==> config.mk <==
export PLATFORM = sky130hd
export DESIGN_NAME = refcounted_buffer_pool_core
export DESIGN_NICKNAME = d
export VERILOG_FILES = /design/src/hw/rtl/rcbp_pkg.sv /design/src/hw/rtl/refcounted_buffer_pool_core.sv /design/src/hw/rtl/rcbp_ram.sv
export SDC_FILE = /design/constraint.sdc
export NUM_CORES = 2
export LEC_CHECK = 0
export ABC_AREA = 1
export BUFFER_PORTS_ARGS = -buffer_cell sky130_fd_sc_hd__buf_2
export CORE_MARGIN = 10
export CORE_UTILIZATION = 62
export DETAILED_ROUTE_END_ITERATION = 7
export MAX_ROUTING_LAYER = met4
export PLACE_DENSITY = 0.78
export SYNTH_ARGS = -nofsm -noshare
export SYNTH_HDL_FRONTEND = slang
export SYNTH_SLANG_ARGS = --single-unit
export TNS_END_PERCENT = 30
==> constraint.sdc <==
create_clock -name clock -period 7.3 [get_ports clock]
set_clock_uncertainty 0.1 [all_clocks]
set_input_delay 0.365 -clock clock [delete_from_list [all_inputs] [get_ports clock]]
set_output_delay 0.365 -clock clock [all_outputs]
set_load 0.05 [all_outputs]
==> src/hw/rtl/rcbp_pkg.sv <==
// ----------------------------------------------------------------------------
// rcbp_pkg
// Shared request/response types and codes for the buffer pool core.
// ----------------------------------------------------------------------------
package rcbp_pkg;

   localparam logic [1:0] CMD_ALLOC = 2'd0;
   localparam logic [1:0] CMD_GET   = 2'd1;
   localparam logic [1:0] CMD_PUT   = 2'd2;
   localparam logic [1:0] CMD_NOP   = 2'd3;

   localparam logic [2:0] STATUS_OK           = 3'd0;
   localparam logic [2:0] STATUS_BAD_CAPACITY = 3'd1;
   localparam logic [2:0] STATUS_POOL_EMPTY   = 3'd2;
   localparam logic [2:0] STATUS_NULL_HANDLE  = 3'd3;
   localparam logic [2:0] STATUS_NOT_LIVE     = 3'd4;
   localparam logic [2:0] STATUS_COUNT_FULL   = 3'd5;
   localparam logic [2:0] STATUS_UNDERFLOW    = 3'd6;

   typedef struct packed {
      logic [1:0]  command;
      logic [15:0] capacity;
      logic [6:0]  handle;
   } req_type;

   typedef struct packed {
      logic [2:0]  status;
      logic [6:0]  result_handle;
      logic [15:0] ref_count;
      logic        released;
      logic [6:0]  free_available;
   } rsp_type;

endpackage

==> src/hw/rtl/refcounted_buffer_pool_core.sv <==
// ----------------------------------------------------------------------------
// refcounted_buffer_pool_core
// Reference-counted packet buffer manager: LIFO free stack plus a reference
// count per buffer. Takes one request per cycle while req_stall is low; each
// request is held in the request register, then its result in the result
// register. The two RAM reads for a request are issued as it is accepted,
// with forwarding from the request ahead of it. req_stall is also high while a
// result is held off by rsp_stall and a request is waiting behind it.
// After reset a clearing pass zeroes each entry of the count RAM in turn,
// during which req_stall is high.
// A buffer is live exactly when its count is non-zero.
// ----------------------------------------------------------------------------
module refcounted_buffer_pool_core #(
   parameter int unsigned POOL_SIZE    = 64,
   parameter int unsigned MAX_CAPACITY = 2048,
   parameter int unsigned COUNT_BITS   = 16
) (
   input  logic             clock,
   input  logic             reset,
   input  logic             req_valid,
   output logic             req_stall,
   input  rcbp_pkg::req_type req_payload,
   output logic             rsp_valid,
   input  logic             rsp_stall,
   output rcbp_pkg::rsp_type rsp_payload
);

   localparam int unsigned IDX_W = (POOL_SIZE > 1) ? $clog2(POOL_SIZE) : 1;
   localparam int unsigned FC_W  = $clog2(POOL_SIZE + 1);

   // clearing pass
   logic             clr_busy_ff, clr_busy_in;
   logic [IDX_W-1:0] clr_addr_ff, clr_addr_in;

   // execute stage
   logic              s1_valid_ff, s1_valid_in;
   rcbp_pkg::req_type s1_req_ff;
   logic              stk_byp_ff, stk_fresh_ff, cnt_byp_ff;
   logic [IDX_W-1:0]  stk_byp_data_ff, stk_raddr_ff;
   logic [COUNT_BITS-1:0] cnt_byp_data_ff;

   logic [FC_W-1:0] fc_ff, fc_in, fc_next;
   logic [FC_W-1:0] low_mark_ff, low_mark_in;

   logic              rsp_valid_ff, rsp_valid_in;
   rcbp_pkg::rsp_type rsp_payload_ff;

   logic accept, out_ready, s1_fire;

   // RAM ports
   logic [IDX_W-1:0]      stk_q, stk_raddr_in, stk_waddr, stk_wdata;
   logic                  stk_we;
   logic [COUNT_BITS-1:0] cnt_q, cnt_wdata, ex_cnt_wdata;
   logic [IDX_W-1:0]      cnt_raddr_in, cnt_waddr, ex_cnt_waddr;
   logic                  cnt_we, ex_cnt_we, ex_stk_we;

   // execute logic
   logic [6:0]            idx7;
   logic                  idx_ok, live;
   logic [IDX_W-1:0]      idx, stk_val;
   logic [COUNT_BITS-1:0] cnt_val, cnt_dec;
   rcbp_pkg::rsp_type     res;

   assign out_ready = !rsp_valid_ff || !rsp_stall;
   assign s1_fire   = s1_valid_ff && out_ready;
   assign req_stall = clr_busy_ff || (s1_valid_ff && !out_ready);
   assign accept    = req_valid && !req_stall;

   always_comb begin
      idx7    = s1_req_ff.handle - 7'd1;
      idx_ok  = 32'(idx7) < POOL_SIZE;
      idx     = IDX_W'(idx7);
      stk_val = stk_byp_ff ? stk_byp_data_ff : (stk_fresh_ff ? stk_raddr_ff : stk_q);
      cnt_val = cnt_byp_ff ? cnt_byp_data_ff : cnt_q;
      live    = idx_ok && (cnt_val != '0);
      cnt_dec = cnt_val - COUNT_BITS'(1);

      fc_next      = fc_ff;
      ex_cnt_we    = 1'b0;
      ex_cnt_waddr = idx;
      ex_cnt_wdata = cnt_dec;
      ex_stk_we    = 1'b0;
      stk_waddr    = IDX_W'(fc_ff);
      stk_wdata    = idx;

      res.status         = rcbp_pkg::STATUS_OK;
      res.result_handle  = 7'd0;
      res.ref_count      = 16'd0;
      res.released       = 1'b0;

      case (s1_req_ff.command)
         rcbp_pkg::CMD_ALLOC: begin
            if (s1_req_ff.capacity == 16'd0 || 32'(s1_req_ff.capacity) > MAX_CAPACITY) begin
               res.status = rcbp_pkg::STATUS_BAD_CAPACITY;
            end else if (fc_ff == '0) begin
               res.status = rcbp_pkg::STATUS_POOL_EMPTY;
            end else begin
               fc_next           = fc_ff - FC_W'(1);
               ex_cnt_we         = 1'b1;
               ex_cnt_waddr      = stk_val;
               ex_cnt_wdata      = COUNT_BITS'(1);
               res.result_handle = 7'(32'(stk_val) + 32'd1);
               res.ref_count     = 16'd1;
            end
         end
         rcbp_pkg::CMD_GET: begin
            if (s1_req_ff.handle == 7'd0) begin
               res.status = rcbp_pkg::STATUS_NULL_HANDLE;
            end else if (!live) begin
               res.status = rcbp_pkg::STATUS_NOT_LIVE;
            end else if (cnt_val == '1) begin
               res.status    = rcbp_pkg::STATUS_COUNT_FULL;
               res.ref_count = 16'(cnt_val);
            end else begin
               ex_cnt_we         = 1'b1;
               ex_cnt_wdata      = cnt_val + COUNT_BITS'(1);
               res.result_handle = s1_req_ff.handle;
               res.ref_count     = 16'(cnt_val + COUNT_BITS'(1));
            end
         end
         rcbp_pkg::CMD_PUT: begin
            if (s1_req_ff.handle == 7'd0) begin
               res.status = rcbp_pkg::STATUS_NULL_HANDLE;
            end else if (!live) begin
               res.status = rcbp_pkg::STATUS_UNDERFLOW;
            end else begin
               ex_cnt_we         = 1'b1;
               res.result_handle = s1_req_ff.handle;
               res.ref_count     = 16'(cnt_dec);
               if (cnt_dec == '0) begin
                  res.released = 1'b1;
                  if (32'(fc_ff) < POOL_SIZE) begin
                     ex_stk_we = 1'b1;
                     fc_next   = fc_ff + FC_W'(1);
                  end
               end
            end
         end
         default: begin
         end
      endcase

      res.free_available = 7'(fc_next);
   end

   // state updates and forwarding for the request being accepted
   always_comb begin
      fc_in        = s1_fire ? fc_next : fc_ff;
      low_mark_in  = (fc_in < low_mark_ff) ? fc_in : low_mark_ff;
      stk_raddr_in = IDX_W'(fc_in - FC_W'(1));
      cnt_raddr_in = IDX_W'(req_payload.handle - 7'd1);

      stk_we    = s1_fire && ex_stk_we;
      cnt_we    = clr_busy_ff || (s1_fire && ex_cnt_we);
      cnt_waddr = clr_busy_ff ? clr_addr_ff : ex_cnt_waddr;
      cnt_wdata = clr_busy_ff ? '0 : ex_cnt_wdata;

      clr_addr_in = clr_addr_ff + IDX_W'(1);
      clr_busy_in = clr_busy_ff && (32'(clr_addr_ff) != POOL_SIZE - 1);

      s1_valid_in  = accept || (s1_valid_ff && !s1_fire);
      rsp_valid_in = out_ready ? s1_valid_ff : rsp_valid_ff;
   end

   always_ff @(posedge clock) begin
      if (reset) begin
         clr_busy_ff  <= 1'b1;
         clr_addr_ff  <= '0;
         s1_valid_ff  <= 1'b0;
         rsp_valid_ff <= 1'b0;
         fc_ff        <= FC_W'(POOL_SIZE);
         low_mark_ff  <= FC_W'(POOL_SIZE);
      end else begin
         if (clr_busy_ff) begin
            clr_addr_ff <= clr_addr_in;
         end
         clr_busy_ff  <= clr_busy_in;
         s1_valid_ff  <= s1_valid_in;
         rsp_valid_ff <= rsp_valid_in;
         fc_ff        <= fc_in;
         low_mark_ff  <= low_mark_in;
      end
   end

   always_ff @(posedge clock) begin
      if (accept) begin
         s1_req_ff       <= req_payload;
         stk_raddr_ff    <= stk_raddr_in;
         stk_fresh_ff    <= (fc_in == low_mark_in);
         stk_byp_ff      <= stk_we && (stk_waddr == stk_raddr_in);
         stk_byp_data_ff <= stk_wdata;
         cnt_byp_ff      <= cnt_we && (cnt_waddr == cnt_raddr_in);
         cnt_byp_data_ff <= cnt_wdata;
      end
      if (s1_fire) begin
         rsp_payload_ff <= res;
      end
   end

   rcbp_ram #(
      .WIDTH (IDX_W),
      .DEPTH (POOL_SIZE)
   ) u_stack_ram (
      .clock   (clock),
      .wr_en   (stk_we),
      .wr_addr (stk_waddr),
      .wr_data (stk_wdata),
      .rd_en   (accept),
      .rd_addr (stk_raddr_in),
      .rd_data (stk_q)
   );

   rcbp_ram #(
      .WIDTH (COUNT_BITS),
      .DEPTH (POOL_SIZE)
   ) u_count_ram (
      .clock   (clock),
      .wr_en   (cnt_we),
      .wr_addr (cnt_waddr),
      .wr_data (cnt_wdata),
      .rd_en   (accept),
      .rd_addr (cnt_raddr_in),
      .rd_data (cnt_q)
   );

   assign rsp_valid   = rsp_valid_ff;
   assign rsp_payload = rsp_payload_ff;

endmodule

==> src/hw/rtl/rcbp_ram.sv <==
// ----------------------------------------------------------------------------
// rcbp_ram
// Generic single-write, single-read RAM with registered read data.
// ----------------------------------------------------------------------------
module rcbp_ram #(
   parameter int unsigned WIDTH = 8,
   parameter int unsigned DEPTH = 64
) (
   input  logic                                      clock,
   input  logic                                      wr_en,
   input  logic [((DEPTH > 1) ? $clog2(DEPTH) : 1)-1:0] wr_addr,
   input  logic [WIDTH-1:0]                          wr_data,
   input  logic                                      rd_en,
   input  logic [((DEPTH > 1) ? $clog2(DEPTH) : 1)-1:0] rd_addr,
   output logic [WIDTH-1:0]                          rd_data
);

   logic [WIDTH-1:0] mem_ff [DEPTH];
   logic [WIDTH-1:0] rd_data_ff;

   always_ff @(posedge clock) begin
      if (wr_en) begin
         mem_ff[wr_addr] <= wr_data;
      end
      if (rd_en) begin
         rd_data_ff <= mem_ff[rd_addr];
      end
   end

   assign rd_data = rd_data_ff;

endmodule

==> qor.yml <==
dr.pass1.iters: 7
synth_flop_cell: "edfxtp_1"
min_to: "s1_req_ff[9]$_DFFE_PP_"
r2r-start: "cnt_byp_ff$_DFFE_PP_"
max_stage_delay_ps: 980
cts.sinks: 1543
power_frac_clock: 0.428
clock_latency_ps: 780
vias_per_cell: 6.40
gp_congestion: 0.991
tns_ps: 0
synth_edf_count: 1520
synth_cell_types: 60
die_h_um: 345
hp-start: "req_payload[9]"
postSynthAreaPerCell_um2: 12.3
grt_start_max_net_pins: 181
startpoint_type: "register"
seq_area_frac_synth: 0.702
p_leak_uw: 0.0278
grt_first_pass_wirelength_um: 259000
cts_tree: "built"
cts-buffers-inserted: 153
clock_tree.buffer_depth: 3
yosysWarnings: 0
wl_um: 173000
track_usage: 0.289
n_fill_cell: 6918
fin_crit_ps: 6470
synth_common_cells: "edfxtp_1 (1520), nand2_1 (735), nor2_1 (623)"
status: "finished clean"
whs_path_depth: 2
first_iter_violations: 6706
highest_layer: "met4"
fin_util: 0.695
drcViolationCount: 0
hold_path.class: "input pin to register"
crit_path_end_kind: "register"
irDropWorstVdd_v: 0.000354
fmax_mhz: 155
power_switching_share: 0.218
cp.arrival_ps: 6840
cts_root_buf: "clkbuf_16"
yosys_register_bits: 1543
antenna_found_initial: 3
path_cells: "inv_6, nand2_2, nand2_4, ha_1, nand3_4, inv_2, nand2_1, nor2_2, nand3_1, and2_2, inv_1, nor2_1, inv_1, nor2_1, buf_4, nor2_1, inv_2, nor2_1, o21ai_2, nand4_2, nor2_1, buf_4"
die-area_um2: 119000
ys_top_cells_by_area: "edfxtp_1 (69%), nand2_1 (4.2%), nand3_1 (4.0%)"
powerDensity_nw_per_um2: 253
crit_fanout: 28
reg2regPathDepth: 22
io_pins: 65
max-cap-violations: 0
seq_power_share: 0.523
fin_nets: 5441
max_slew_margin: 0.174
coreArea_um2: 105000
yosys.cell_count.top_type: "edfxtp_1"
die_x_um: 345
synth-async-reset-ratio: 0
areaGrowthSynthToFinish_pct: 11.3
finalHoldViolations: 0
dr_wl_met2_um: 83600
htreeDepth: 4
hpwl_um: 100000
met3WireLength_um: 16600
rsz0062_at_grt: "false"
tightest_slew_ps: 1240
post_drt_wl_per_cell_um: 25.0
setup_viol: 0
netlist_area_um2: 65700
num_rows: 119
clkTransAtPathRegs_ps: 70
slowest_stage: "edfxtp_1"
final.period_utilization: 0.886
io_buffers: 64
ant_nets: 0
vias: 44277
final_max_slew_viol_count: 0
internal_power_uw: 14400
drive_gt1_frac: 0.0979
required_ps: 7680
cp_num_buf_inv: 7
wirelength_met1_um: 63400
yosysTopAreaCellShare: 0.695
grt_pass1_vias: 42109
p_switching_uw: 4020
cts_setup_buffers: 0
r2r_slack_ps: 830
start_util: 0.624
synthCells: 5335
path_class: "register to register"
reg2reg_to: "u_count_ram.mem_ff[32][7]$_DFFE_PP_"
grt.overflow.total: 0
crit_top_cell: "nor2_1"
syn_nets: 5381
critPathTopFamily: "simple AND/OR/NAND/NOR gates"
synth_top_area_cell: "edfxtp_1"
comb_power_share: 0.050
-- state kept, by name, summed over array words and instances (netlist names) --
register,count
u_count_ram.mem_ff,1024
u_stack_ram.mem_ff,384
rsp_payload,34
s1_req_ff,25
cnt_byp_data_ff,16
u_count_ram.rd_data,16
fc_ff,7
low_mark_ff,7
clr_addr_ff,6
stk_byp_data_ff,6
stk_raddr_ff,6
u_stack_ram.rd_data,6
clr_busy_ff,1
cnt_byp_ff,1
rsp_valid,1
s1_valid_ff,1
stk_byp_ff,1
stk_fresh_ff,1
-- layer usage --
metal | GRT usage | vias up
met1 | 0.367 | 21404
met4 | 0.148 | 0
li1 | - | 19467
met2 | 0.454 | 2885
met3 | 0.0411 | 521
met5 | - | -
-- through the flow --
step | hold slack [ps] | area (um^2) | total power (uW) | setup WS [ps] | cells
5_1_grt | 224 | 73100 | 18900 | 456 | 6912
2_1_floorplan | 334 | 65700 | 10400 | 1130 | 5335
3_5_place_dp | 397 | 67800 | 10700 | 1050 | 6604
6_report | 219 | 73100 | 18500 | 831 | 6913
4_1_cts | 168 | 73100 | 18500 | 1000 | 6909
3_3_place_gp | 376 | 67800 | 10700 | 1160 | 6604
-- final cells by class --
type,count,area (um^2),area share
clock inverters,92,958,0.0131
well taps,1391,1740,0.0238
inverters,386,1470,0.0201
diodes,4,10.0,0.000137
clock buffers,186,4080,0.0558
repair buffers,228,1670,0.0228
multi-input cells,3083,17100,0.234
flip-flops and latches,1543,46100,0.631
-- layout by cell type (no fill, tap or decap), types with 6 or more instances in the layout --
cell type      Yosys  routed
nand2_1          735     733
bufinv_16          0      15
nor2_1           623     621
nand3_1          528     527
a21oi_1           40      30
nand4_2            9       9
o32ai_1           58      58
or2_2              8       8
clkbuf_1         233      27
inv_2             11      14
mux2i_1          188     188
a21oi_4            0      10
buf_2             39      63
o22ai_1           21      21
xor2_4             0       6
nand4_1           16      16
dlygate4sd3_1      0      27
nor3_1            29      29
buf_4              5     134
o21ai_1           14      14
clkinv_1           4      34
xor2_1            20      14
nand3b_1         126     126
nand2_2           22      23
o211ai_1          68      68
ha_1              17      15
o221ai_1         191     191
o21ai_0          309     309
edfxtp_1        1520    1520
dfxtp_1           23      23
clkbuf_16          0     159
nor2_4             7       9
nor2_2             6       6
nor4_1             7       6
inv_1            369     364
clkinv_2           0      29
-- power by group through the flow --
stage          sequential, uW  combinational (uW)  clock (uW)
4_1_cts                  9650                 891        7920
5_1_grt                  9650                 971        8280
3_3_place_gp             9840                 855           0
2_1_floorplan            9840                 581           0
6_report                 9650                 920        7900
3_5_place_dp             9840                 870           0
-- worst max path at each step --
| stage | to | from | depth (start not counted) |
|---|---|---|---|
| 5_1_grt | u_stack_ram.rd_data[4]$_DFFE_PP_ | cnt_byp_ff$_DFFE_PP_ | 27 |
| 6_report | u_count_ram.mem_ff[32][7]$_DFFE_PP_ | cnt_byp_ff$_DFFE_PP_ | 22 |
| 3_5_place_dp | u_stack_ram.rd_data[2]$_DFFE_PP_ | cnt_byp_ff$_DFFE_PP_ | 28 |
| 2_1_floorplan | cnt_byp_data_ff[5]$_DFFE_PP_ | s1_req_ff[0]$_DFFE_PP_ | 13 |
| 3_3_place_gp | u_count_ram.mem_ff[32][0]$_DFFE_PP_ | cnt_byp_ff$_DFFE_PP_ | 22 |
| 4_1_cts | u_stack_ram.rd_data[5]$_DFFE_PP_ | cnt_byp_ff$_DFFE_PP_ | 28 |
-- cells by family after synthesis --
family	after synthesis	synth area share
buf+inv	709	0.0437
simple gates	2133	0.146
compound gates	721	0.0733
xor+xnor	24	0.00354
flops	1543	0.702
fa+ha+maj	17	0.00324
mux	188	0.0286
-- repair_timing --
item / in CTS / in global routing
hold buffers: 27 / 0
gates resized for setup: 0 / 0
hold endpoints to repair: 56 / 0
Note: power is estimated with default switching activity, not from simulation.
